<file path="src/rtl/hsvrgbw_pkg.sv">
//------------------------------------------------------------------------------
// HSV to RGBW converter package
// Shared payload types, sextant codes and fixed constants of the converter.
//------------------------------------------------------------------------------
`default_nettype none

package hsvrgbw_pkg;

  localparam int unsigned DataWidth = 16;

  localparam logic [DataWidth-1:0] SEXTANT_SIZE = 16'd10923;
  localparam logic [DataWidth-1:0] FULL_SCALE   = 16'hFFFF;

  // Lower hue bound of each sextant above the first.
  localparam logic [DataWidth-1:0] SEXT_BOUND_1 = 16'(1 * 10923);
  localparam logic [DataWidth-1:0] SEXT_BOUND_2 = 16'(2 * 10923);
  localparam logic [DataWidth-1:0] SEXT_BOUND_3 = 16'(3 * 10923);
  localparam logic [DataWidth-1:0] SEXT_BOUND_4 = 16'(4 * 10923);
  localparam logic [DataWidth-1:0] SEXT_BOUND_5 = 16'(5 * 10923);

  // Register map of the configuration port.
  localparam logic REG_WHITE_CTRL = 1'b0;

  typedef enum logic [2:0] {
    SEXT_0 = 3'd0,
    SEXT_1 = 3'd1,
    SEXT_2 = 3'd2,
    SEXT_3 = 3'd3,
    SEXT_4 = 3'd4,
    SEXT_5 = 3'd5
  } sextant_t;

  // After the sextant split.
  typedef struct packed {
    sextant_t             sextant;
    logic [DataWidth-1:0] frac;
    logic [DataWidth-1:0] sat;
    logic [DataWidth-1:0] val;
    logic [DataWidth-1:0] p;
  } sector_t;

  // After the saturation products.
  typedef struct packed {
    sextant_t             sextant;
    logic [DataWidth-1:0] val;
    logic [DataWidth-1:0] p;
    logic [DataWidth-1:0] sat_frac;
    logic [DataWidth-1:0] sat_rfrac;
  } satprod_t;

  // Helper terms ready for routing.
  typedef struct packed {
    sextant_t             sextant;
    logic [DataWidth-1:0] val;
    logic [DataWidth-1:0] p;
    logic [DataWidth-1:0] q;
    logic [DataWidth-1:0] t;
  } terms_t;

  typedef struct packed {
    logic [DataWidth-1:0] red;
    logic [DataWidth-1:0] green;
    logic [DataWidth-1:0] blue;
    logic [DataWidth-1:0] white;
  } rgbw_t;

  function automatic logic [DataWidth-1:0] sextant_base(input sextant_t s);
    logic [DataWidth-1:0] base;
    unique case (s)
      SEXT_0:  base = '0;
      SEXT_1:  base = SEXT_BOUND_1;
      SEXT_2:  base = SEXT_BOUND_2;
      SEXT_3:  base = SEXT_BOUND_3;
      SEXT_4:  base = SEXT_BOUND_4;
      SEXT_5:  base = SEXT_BOUND_5;
      default: base = SEXT_BOUND_5;
    endcase
    return base;
  endfunction

endpackage

`default_nettype wire

</file>
<file path="src/rtl/hsvrgbw_sector.sv">
//------------------------------------------------------------------------------
// HSV to RGBW sextant stage
// Splits hue into sextant and scaled remainder and forms the p term.
//------------------------------------------------------------------------------
`default_nettype none

module hsvrgbw_sector (
  input  wire logic                  clk,
  input  wire logic                  rst_n,
  input  wire logic                  up_vld,
  input  wire logic [15:0]           hue,
  input  wire logic [15:0]           sat,
  input  wire logic [15:0]           val,
  output      logic                  up_stall,
  output      logic                  dn_vld,
  output      hsvrgbw_pkg::sector_t  dn_data,
  input  wire logic                  dn_stall
);
  import hsvrgbw_pkg::*;

  logic                 vld_r;
  sector_t              data_r;
  sector_t              data_nxt;
  logic                 adv;
  sextant_t             sext;
  logic [DataWidth-1:0] rem;
  logic [31:0]          p_prod;

  assign adv = !vld_r || !dn_stall;

  always_comb begin
    priority if (hue >= SEXT_BOUND_5) begin
      sext = SEXT_5;
    end else if (hue >= SEXT_BOUND_4) begin
      sext = SEXT_4;
    end else if (hue >= SEXT_BOUND_3) begin
      sext = SEXT_3;
    end else if (hue >= SEXT_BOUND_2) begin
      sext = SEXT_2;
    end else if (hue >= SEXT_BOUND_1) begin
      sext = SEXT_1;
    end else begin
      sext = SEXT_0;
    end
  end

  assign rem    = hue - sextant_base(sext);
  assign p_prod = val * (FULL_SCALE - sat);

  always_comb begin
    data_nxt.sextant = sext;
    // The remainder stays below the sextant size, so times six fits 16 bits.
    data_nxt.frac    = (rem << 2) + (rem << 1);
    data_nxt.sat     = sat;
    data_nxt.val     = val;
    data_nxt.p       = p_prod[31:16];
  end

  always_ff @(posedge clk) begin
    if (!rst_n) begin
      vld_r <= 1'b0;
    end else if (adv) begin
      vld_r <= up_vld;
    end
  end

  always_ff @(posedge clk) begin
    if (adv) begin
      data_r <= data_nxt;
    end
  end

  assign up_stall = !adv;
  assign dn_vld   = vld_r;
  assign dn_data  = data_r;

endmodule

`default_nettype wire

</file>
<file path="src/rtl/hsvrgbw_scale.sv">
//------------------------------------------------------------------------------
// HSV to RGBW scaling stages
// Two multiply stages that form the q and t helper terms.
//------------------------------------------------------------------------------
`default_nettype none

module hsvrgbw_scale (
  input  wire logic                  clk,
  input  wire logic                  rst_n,
  input  wire logic                  up_vld,
  input  wire hsvrgbw_pkg::sector_t  up_data,
  output      logic                  up_stall,
  output      logic                  dn_vld,
  output      hsvrgbw_pkg::terms_t   dn_data,
  input  wire logic                  dn_stall
);
  import hsvrgbw_pkg::*;

  logic        vld_a_r;
  logic        vld_b_r;
  satprod_t    a_r;
  satprod_t    a_nxt;
  terms_t      b_r;
  terms_t      b_nxt;
  logic        adv_a;
  logic        adv_b;
  logic [31:0] sf_prod;
  logic [31:0] srf_prod;
  logic [31:0] q_prod;
  logic [31:0] t_prod;

  assign adv_b = !vld_b_r || !dn_stall;
  assign adv_a = !vld_a_r || adv_b;

  // First stage: saturation times the remainder and its complement.
  assign sf_prod  = up_data.sat * up_data.frac;
  assign srf_prod = up_data.sat * (FULL_SCALE - up_data.frac);

  always_comb begin
    a_nxt.sextant   = up_data.sextant;
    a_nxt.val       = up_data.val;
    a_nxt.p         = up_data.p;
    a_nxt.sat_frac  = sf_prod[31:16];
    a_nxt.sat_rfrac = srf_prod[31:16];
  end

  // Second stage: value times the complemented products.
  assign q_prod = a_r.val * (FULL_SCALE - a_r.sat_frac);
  assign t_prod = a_r.val * (FULL_SCALE - a_r.sat_rfrac);

  always_comb begin
    b_nxt.sextant = a_r.sextant;
    b_nxt.val     = a_r.val;
    b_nxt.p       = a_r.p;
    b_nxt.q       = q_prod[31:16];
    b_nxt.t       = t_prod[31:16];
  end

  always_ff @(posedge clk) begin
    if (!rst_n) begin
      vld_a_r <= 1'b0;
      vld_b_r <= 1'b0;
    end else begin
      if (adv_a) begin
        vld_a_r <= up_vld;
      end
      if (adv_b) begin
        vld_b_r <= vld_a_r;
      end
    end
  end

  always_ff @(posedge clk) begin
    if (adv_a) begin
      a_r <= a_nxt;
    end
    if (adv_b) begin
      b_r <= b_nxt;
    end
  end

  assign up_stall = !adv_a;
  assign dn_vld   = vld_b_r;
  assign dn_data  = b_r;

endmodule

`default_nettype wire

</file>
<file path="src/rtl/hsvrgbw_white.sv">
//------------------------------------------------------------------------------
// HSV to RGBW routing and white stages
// Routes p, q and t by sextant, finds white and removes it from the colors.
//------------------------------------------------------------------------------
`default_nettype none

module hsvrgbw_white (
  input  wire logic                 clk,
  input  wire logic                 rst_n,
  input  wire logic                 white_en,
  input  wire logic                 up_vld,
  input  wire hsvrgbw_pkg::terms_t  up_data,
  output      logic                 up_stall,
  output      logic                 dn_vld,
  output      hsvrgbw_pkg::rgbw_t   dn_data,
  input  wire logic                 dn_stall
);
  import hsvrgbw_pkg::*;

  logic                 vld_a_r;
  logic                 vld_b_r;
  rgbw_t                a_r;
  rgbw_t                a_nxt;
  rgbw_t                b_r;
  rgbw_t                b_nxt;
  logic                 adv_a;
  logic                 adv_b;
  logic [DataWidth-1:0] r;
  logic [DataWidth-1:0] g;
  logic [DataWidth-1:0] b;
  logic [DataWidth-1:0] min_rg;
  logic [DataWidth-1:0] min_rgb;

  assign adv_b = !vld_b_r || !dn_stall;
  assign adv_a = !vld_a_r || adv_b;

  always_comb begin
    unique case (up_data.sextant)
      SEXT_0: begin
        r = up_data.val; g = up_data.t;   b = up_data.p;
      end
      SEXT_1: begin
        r = up_data.q;   g = up_data.val; b = up_data.p;
      end
      SEXT_2: begin
        r = up_data.p;   g = up_data.val; b = up_data.t;
      end
      SEXT_3: begin
        r = up_data.p;   g = up_data.q;   b = up_data.val;
      end
      SEXT_4: begin
        r = up_data.t;   g = up_data.p;   b = up_data.val;
      end
      default: begin
        r = up_data.val; g = up_data.p;   b = up_data.q;
      end
    endcase
  end

  assign min_rg  = (g < r) ? g : r;
  assign min_rgb = (b < min_rg) ? b : min_rg;

  always_comb begin
    a_nxt.red   = r;
    a_nxt.green = g;
    a_nxt.blue  = b;
    a_nxt.white = white_en ? min_rgb : '0;
  end

  // With white forced to zero the subtraction leaves the colors unchanged.
  always_comb begin
    b_nxt.red   = a_r.red   - a_r.white;
    b_nxt.green = a_r.green - a_r.white;
    b_nxt.blue  = a_r.blue  - a_r.white;
    b_nxt.white = a_r.white;
  end

  always_ff @(posedge clk) begin
    if (!rst_n) begin
      vld_a_r <= 1'b0;
      vld_b_r <= 1'b0;
    end else begin
      if (adv_a) begin
        vld_a_r <= up_vld;
      end
      if (adv_b) begin
        vld_b_r <= vld_a_r;
      end
    end
  end

  always_ff @(posedge clk) begin
    if (adv_a) begin
      a_r <= a_nxt;
    end
    if (adv_b) begin
      b_r <= b_nxt;
    end
  end

  assign up_stall = !adv_a;
  assign dn_vld   = vld_b_r;
  assign dn_data  = b_r;

endmodule

`default_nettype wire

</file>
<file path="src/rtl/hsv_to_rgbw_converter.sv">
//------------------------------------------------------------------------------
// HSV to RGBW converter
// Five-stage pipeline from a 16-bit HSV triple to red, green, blue and white.
//------------------------------------------------------------------------------
// An input transfer passes the sector register, two scale registers and two
// white registers before its result is on the output. Throughput is one
// transfer per cycle unless stalled; each multiply stage holds one item.
// A synchronous active-low reset empties the pipeline and sets white
// extraction to enabled; payload registers are not reset.
//------------------------------------------------------------------------------
`default_nettype none

module hsv_to_rgbw_converter (
  input  wire logic        clk,
  input  wire logic        rst_n,
  // Input channel.
  input  wire logic        in_valid,
  output      logic        in_stall,
  input  wire logic [15:0] in_hue,
  input  wire logic [15:0] in_saturation,
  input  wire logic [15:0] in_brightness,
  // Result channel.
  output      logic        out_valid,
  input  wire logic        out_stall,
  output      logic [15:0] out_red,
  output      logic [15:0] out_green,
  output      logic [15:0] out_blue,
  output      logic [15:0] out_white,
  // Configuration port.
  input  wire logic        psel,
  input  wire logic        penable,
  input  wire logic        pwrite,
  input  wire logic [2:0]  paddr,
  input  wire logic [31:0] pwdata,
  output      logic [31:0] prdata,
  output      logic        pready
);
  import hsvrgbw_pkg::*;

  // The single control register holds the white extraction enable. Only bit 0
  // of the write data is kept, and writes to any other word are ignored.
  logic white_en_r;
  logic cfg_wr;
  logic cfg_hit;

  assign pready  = 1'b1;
  assign cfg_hit = (paddr[2] == REG_WHITE_CTRL);
  assign cfg_wr  = psel && penable && pwrite && pready;

  always_ff @(posedge clk) begin
    if (!rst_n) begin
      white_en_r <= 1'b1;
    end else if (cfg_wr && cfg_hit) begin
      white_en_r <= pwdata[0];
    end
  end

  assign prdata = cfg_hit ? {31'b0, white_en_r} : '0;

  // Each stage advances when it is empty or when the stage after it moves,
  // so bubbles close up behind a held result, while full stages behind it wait.
  logic    sec_vld;
  sector_t sec_data;
  logic    sec_stall;
  logic    scl_vld;
  terms_t  scl_data;
  logic    scl_stall;
  logic    wht_vld;
  rgbw_t   wht_data;

  // Stage one: sextant, remainder times six, and the p term.
  hsvrgbw_sector u_sector (
    .clk      (clk),
    .rst_n    (rst_n),
    .up_vld   (in_valid),
    .hue      (in_hue),
    .sat      (in_saturation),
    .val      (in_brightness),
    .up_stall (in_stall),
    .dn_vld   (sec_vld),
    .dn_data  (sec_data),
    .dn_stall (sec_stall)
  );

  // Stages two and three: the two layers of products behind q and t.
  hsvrgbw_scale u_scale (
    .clk      (clk),
    .rst_n    (rst_n),
    .up_vld   (sec_vld),
    .up_data  (sec_data),
    .up_stall (sec_stall),
    .dn_vld   (scl_vld),
    .dn_data  (scl_data),
    .dn_stall (scl_stall)
  );

  // Stages four and five: routing plus minimum, then white removal. The last
  // stage is the output register.
  hsvrgbw_white u_white (
    .clk      (clk),
    .rst_n    (rst_n),
    .white_en (white_en_r),
    .up_vld   (scl_vld),
    .up_data  (scl_data),
    .up_stall (scl_stall),
    .dn_vld   (wht_vld),
    .dn_data  (wht_data),
    .dn_stall (out_stall)
  );

  assign out_valid = wht_vld;
  assign out_red   = wht_data.red;
  assign out_green = wht_data.green;
  assign out_blue  = wht_data.blue;
  assign out_white = wht_data.white;

endmodule

`default_nettype wire
</file>
<file path="config.mk">
export PLATFORM = sky130hd
export DESIGN_NAME = hsv_to_rgbw_converter
export DESIGN_NICKNAME = d
export VERILOG_FILES = /design/src/rtl/hsvrgbw_pkg.sv /design/src/rtl/hsvrgbw_sector.sv /design/src/rtl/hsvrgbw_scale.sv /design/src/rtl/hsvrgbw_white.sv /design/src/rtl/hsv_to_rgbw_converter.sv
export SDC_FILE = /design/constraint.sdc
export NUM_CORES = 2
export LEC_CHECK = 0
export BUFFER_PORTS_ARGS = -buffer_cell sky130_fd_sc_hd__buf_2
export CAP_MARGIN = 20
export CELL_PAD_IN_SITES_DETAIL_PLACEMENT = 0
export CELL_PAD_IN_SITES_GLOBAL_PLACEMENT = 1
export CORE_UTILIZATION = 56
export CTS_BUF_LIST = sky130_fd_sc_hd__clkbuf_4 sky130_fd_sc_hd__clkbuf_8 sky130_fd_sc_hd__clkbuf_16
export CTS_CLUSTER_SIZE = 16
export DETAILED_ROUTE_END_ITERATION = 10
export HOLD_SLACK_MARGIN = 0.06
export PLACE_DENSITY_LB_ADDON = 0.15
export REMOVE_ABC_BUFFERS = 1
export SLEW_MARGIN = 20
export SYNTH_ARGS = -nofsm -noshare
export SYNTH_HDL_FRONTEND = slang
export SYNTH_HIERARCHICAL = 1
export SYNTH_SLANG_ARGS = --single-unit
</file>
<file path="constraint.sdc">
create_clock -name clk -period 12.41 [get_ports clk]
set_input_delay 0.6205 -clock clk [delete_from_list [all_inputs] [get_ports clk]]
set_output_delay 0.6205 -clock clk [all_outputs]
set_load 0.005 [all_outputs]
</file>
* Word level (Yosys, flattened, before mapping) *
Cells that the tools add are included.
W data, S select, Z words.

storage, ports and cells
  flip-flop bits (word level) = 335
  latch bits = 0
  bits in writable memories = 0
  ROM bits = 0
  input bits = 90
  output and inout bits = 99
  logic and storage cells = 92
  memories kept = 0

operators by class
  add/subtract/negate cells = 9
  $mul = 5
  divide/modulo/power cells = 0
  $lt $le $gt $ge = 7
  eq/ne operators = 8
  shifts and indexed selects = 0
  mux-type cells = 12
  bitwise gates (word level) = 1
  reductions and logical operators = 21

operator list
  kind                      count
  $pmux W16 S3              3
  $mul A16 B32 Y32          4
  $pmux W15 S5              1
  $sub A16 B16 Y17 const A  4
  $ge A16 B16 Y1 const B    3
  $sub A16 B16 Y16          3
  $lt A16 B16 Y1            2
  $mul A16 B16 Y32          1
  $mux W16                  2
  $add A16 B16 Y16          1
  $ge A16 B14 Y1 const B    1
  $ge A16 B15 Y1 const B    1
  $sub A15 B15 Y15          1
  $eq A3 B2 Y1 const B      4
  $mux W3                   4
  $reduce_or A2 Y1          4
  $logic_not A1 Y1          7
  $eq A3 B1 Y1 const B      2
  $eq A3 B3 Y1 const B      2
  $logic_not A3 Y1          2
  $logic_or A1 B1 Y1        5
  $logic_and A1 B1 Y1       3
  $mux W1                   2
  $not A1 Y1                1

* Logic depth before layout (Yosys ltp) *
  depth after elaboration = 10
  depth in mapped cells = 27
  depth with buffers taken out = 24

* Hierarchy *
The synthesis kept the hierarchy.

modules (own cells, without submodules)
  module                 instances  cells each  area each (µm²)  sequential area each (µm²)
  hsvrgbw_scale          1          4014        38429.4          4063.9
  hsvrgbw_sector         1          1247        12210.5          2001.9
  hsvrgbw_white          1          879         9175.0           3883.7
  hsv_to_rgbw_converter  1          40          320.3            20.0

* Worst setup path before layout *
OpenSTA, ideal clock, no wires.

  kind = input-to-output
  start point = input out_stall
  end point = output in_stall
  arrival = 6.182 ns
  required time = 11.789 ns
  path slack = 5.608 ns
  stages on the path = 6
  buffers on the path = 0
  cell sequence = nand3_1 -> inv_1 -> nand3_1 -> inv_1 -> nand2_1 -> inv_1

on the way
  word-level cells in the longest chain between the ends = 7

RTL lines
  item                RTL line                     source
  start: declaration  hsv_to_rgbw_converter.sv:24  input wire logic out_stall,
  $logic_not A1 Y1    hsvrgbw_white.sv:34          assign adv_b = !vld_b_r || !dn_stall;
  $logic_or A1 B1 Y1  hsvrgbw_white.sv:34
  $logic_or A1 B1 Y1  hsvrgbw_white.sv:35          assign adv_a = !vld_a_r || adv_b;
  $logic_or A1 B1 Y1  hsvrgbw_scale.sv:32          assign adv_b = !vld_b_r || !dn_stall;
  $logic_or A1 B1 Y1  hsvrgbw_scale.sv:33          assign adv_a = !vld_a_r || adv_b;
  $logic_or A1 B1 Y1  hsvrgbw_sector.sv:29         assign adv = !vld_r || !dn_stall;
  $logic_not A1 Y1    hsvrgbw_sector.sv:73         assign up_stall = !adv;
  end: declaration    hsv_to_rgbw_converter.sv:18  output logic in_stall,

Every way passes these cells.

* Worst setup path in the final report *
  start point = register u_scale.b_r (netlist bit u_scale/dn_data[66])
  end point = register u_white/a_r[7] (netlist bit), data pin

on the way
  word-level cells in the longest chain between the ends = 7
  elaborated cells between the ends (all ways) = 16
  those cells by class = order compare (2); eq/ne (4); mux (5); reduce/logical (5)

RTL lines
  item                                                 RTL line             source
  start: declaration                                   hsvrgbw_scale.sv:23  terms_t b_r;
  start signal: assignment                             hsvrgbw_scale.sv:78  b_r <= b_nxt;
  $eq A3 B1 Y1 / $eq A3 B2 Y1 (equally long branches)  hsvrgbw_white.sv:38  unique case (up_data.sextant)
  $reduce_or A2 Y1 (no source line)                    --
  $pmux W16 S3                                         hsvrgbw_white.sv:38
  $lt A16 B16 Y1                                       hsvrgbw_white.sv:60  assign min_rg = (g < r) ? g : r;
  $mux W16                                             hsvrgbw_white.sv:60
  $lt A16 B16 Y1                                       hsvrgbw_white.sv:61  assign min_rgb = (b < min_rg) ? b : min_rg;
  $mux W16 *                                           hsvrgbw_white.sv:61
  end signal: assignment                               hsvrgbw_white.sv:94  a_r <= a_nxt;
  end: declaration                                     hsvrgbw_white.sv:22  rgbw_t a_r;

Every way passes the cells marked *; elsewhere a longest branch is shown, timed or not.
A chain may end at the register's enable or synchronous reset.

==> results.md <==
- PortBufs: 123
- Longest Clk Path Bufs: 3
- Crit. End Element: register
- Total track usage: 0.267
- WP data required: 12.81 ns
- Hold Vio Cnt, Final: 0
- Post-CTS resize count: 0
- Wirelength per Cell: 18.6 um
- Max H-tree Level: 2
- I/O Pins: 189
- Crit share post-route: 0.629
- Fin Setup TNS: 0 ns
- Nets: 7,859
- Rows: 119
- Die area: 109,000 um^2
- Tmin final: 7.80 ns
- Register bit count reported by yosys: 334
- Startpoint types: register
- Vias: 41,300
- Top FF cell, synth: edfxtp_1
- Clock root cell: clkbuf_16
- Hold Path Class: in2reg
- Yosys cell types: 93
- Yosys Warn Count: 6
- CTS tree: built
- CTS Buf Count: 39
- Setup Skew: 0.0408 ns
- Commonest non-fill, non-tap cell in the layout: inv_1
- Initial drt markers: 2,080
- Crit Path Class: reg2reg
- Initial antenna violation count: 5
- Worst Max-Slew Pin Slew: 0.976 ns
- Largest fanout on the critical path: 83
- WL final: 141 mm
- Post-route DRC violation count: 0
- Commonest cells after routing, fill and taps aside: inv_1 (1,320), fa_1 (970), ha_1 (651), nand2b_1 (575), nor2b_1 (488)
- Avg Cell Area, Syn: 9.73 um^2
- Synth async-reset ratio: 0
- Syn-to-layout area delta: 5.08%
- Worst-path clk slew: 0.06 ns
- Drt pass-1 iters: 6
- Sink Count: 334
- First-pass GRT wire length: 230 mm
- Vias in the first global route: 43,200
- Filler cell count: 9,205
- Hold Buf Count CTS: 0
- Die height: 330 um
- Cell area after synthesis: 60,100 um^2
- Post-CTS setup buffers: 0
- Starting Density: 0.568
- Final setup viols: 0
- Outcome: complete, no violations
- Post-synth EDFFs: 328
- Critical Path AT: 8.20 ns
- Core Area: 106,000 um^2
- Worst skew pair latency: 0.59 ns
- Fin util: 0.597
- Max Slew Vio Count: 0
- Rel. slew slack: 0.343
- Seq/Total Area, Yosys: 0.166
- RSZ-0062 raised after global routing: false
- GRT overflow: 0
- Gpl congestion: 0.852
- Fmax: 128 MHz
- DR vias/cell: 5.45
- Mapped Cells: 6,180
- Max cap viols: 0
- Layout cells sized above 1: 0.0518
- Largest net degree at the start of global routing: 84
- DRT antenna net count: 0
- DP HPWL: 105 mm
- Die X-Extent: 330 um
## logic make-up (layout without fill, tap and decap cells)
group,Yosys count,in the layout,synth area share
buffers and inverters,1604,1572,0.103
other,3,35,0.000187
AO/OA/AOI/OAI,658,658,0.0721
flip-flops,334,334,0.166
adder cells (fa/ha/maj),1621,1621,0.458
multiplexers,82,82,0.0142
XOR/XNOR,136,136,0.0200
AND/OR/NAND/NOR,1742,1742,0.166
## final timing paths
path                                      start                       endpoint  slack (ns)  cells after the start
hold reg to reg       u_scale/a_r[47]$_DFFE_PN_  u_scale/dn_data[47]$_DFFE_PP_        0.40                      0
setup / recovery  u_scale/dn_data[66]$_DFFE_PP_   u_white/a_r[7]$_SDFFCE_PN0N_        4.61                     23
setup reg to reg  u_scale/dn_data[66]$_DFFE_PP_   u_white/a_r[7]$_SDFFCE_PN0N_        4.61                     23
hold / removal                         in_valid   u_sector/dn_vld$_SDFFE_PN0N_        0.25                      2
## Yosys cell counts, types with 115 or more instances
library cell | number | area, um^2
inv_1 | 1321 | 4960
fa_1 | 970 | 19400
ha_1 | 651 | 8150
nand2b_1 | 575 | 3600
nor2b_1 | 488 | 3050
edfxtp_1 | 328 | 9850
nand2_1 | 242 | 908
clkbuf_1 | 228 | 856
a21oi_1 | 204 | 1020
nor2_1 | 124 | 465
and2_1 | 120 | 751
o21ai_0 | 115 | 576
## per-stage QoR
step / instances / setup slack, ns / hold WS, ns / cell area [um^2]
3_5_place_dp: 7498 / 4.79 / 0.405 / 61800
2_1_floorplan: 5927 / 5.01 / 0.400 / 59000
5_1_grt: 7569 / 4.10 / 0.235 / 63200
4_1_cts: 7569 / 4.77 / 0.222 / 63200
6_report: 7571 / 4.61 / 0.252 / 63200
3_3_place_gp: 7498 / 4.83 / 0.403 / 61800
## critical path, stage by stage (launching register included)
cell and delay (ns):
edfxtp_1 0.63, buf_4 0.80, nand2b_1 0.72, o22ai_1 0.16
o21ai_0 0.18, o21ai_0 0.17, ha_1 0.36, a21oi_1 0.16
o21ai_0 0.17, a221oi_1 0.58, o21a_1 0.21, a31o_1 0.09
buf_4 0.32, nand2_1 0.09, o21ai_1 0.14, ha_1 0.28
a21o_1 0.16, a21o_1 0.17, a221o_1 0.40, a221oi_2 0.45
nand4_1 0.20, mux2i_2 0.67, nor2_2 0.19, a211oi_1 0.29
## registers in the layout, indices dropped and copies added (netlist names)
name and cells:
u_scale/dn_data 67, u_sector/dn_data 66, white_en_r 1, u_white/dn_data 64, u_sector/dn_vld 1, u_white/vld_a_r 1, u_white/a_r 64, u_scale/vld_a_r 1
u_scale/dn_vld 1, u_scale/a_r 67, u_white/dn_vld 1
## per-layer routing
layer | part of all wire | wire length (um) | vias up | track usage
met2 | 0.49 | 68600 | 855 | 0.463
met4 | 0.017 | 2410 | 0 | 0.0478
met1 | 0.45 | 63500 | 21100 | 0.367
met3 | 0.043 | 6100 | 163 | 0.0276
met5 | 0 | 0 | - | 0
li1 | - | - | 19200 | -
## cell type report
cell class	count	area (um^2)	area share
multi-input cells	4272	44100	0.698
clock buffers	40	983	0.0156
well taps	1391	1740	0.0275
repair buffers	180	1040	0.0165
flip-flops and latches	334	9970	0.158
inverters	1321	4960	0.0785
clock inverters	31	373	0.00590
diodes	2	5.00	0.0000792
Power is not shown: default switching activity piles up to over one toggle a cycle in this logic, so the estimate is an artifact.
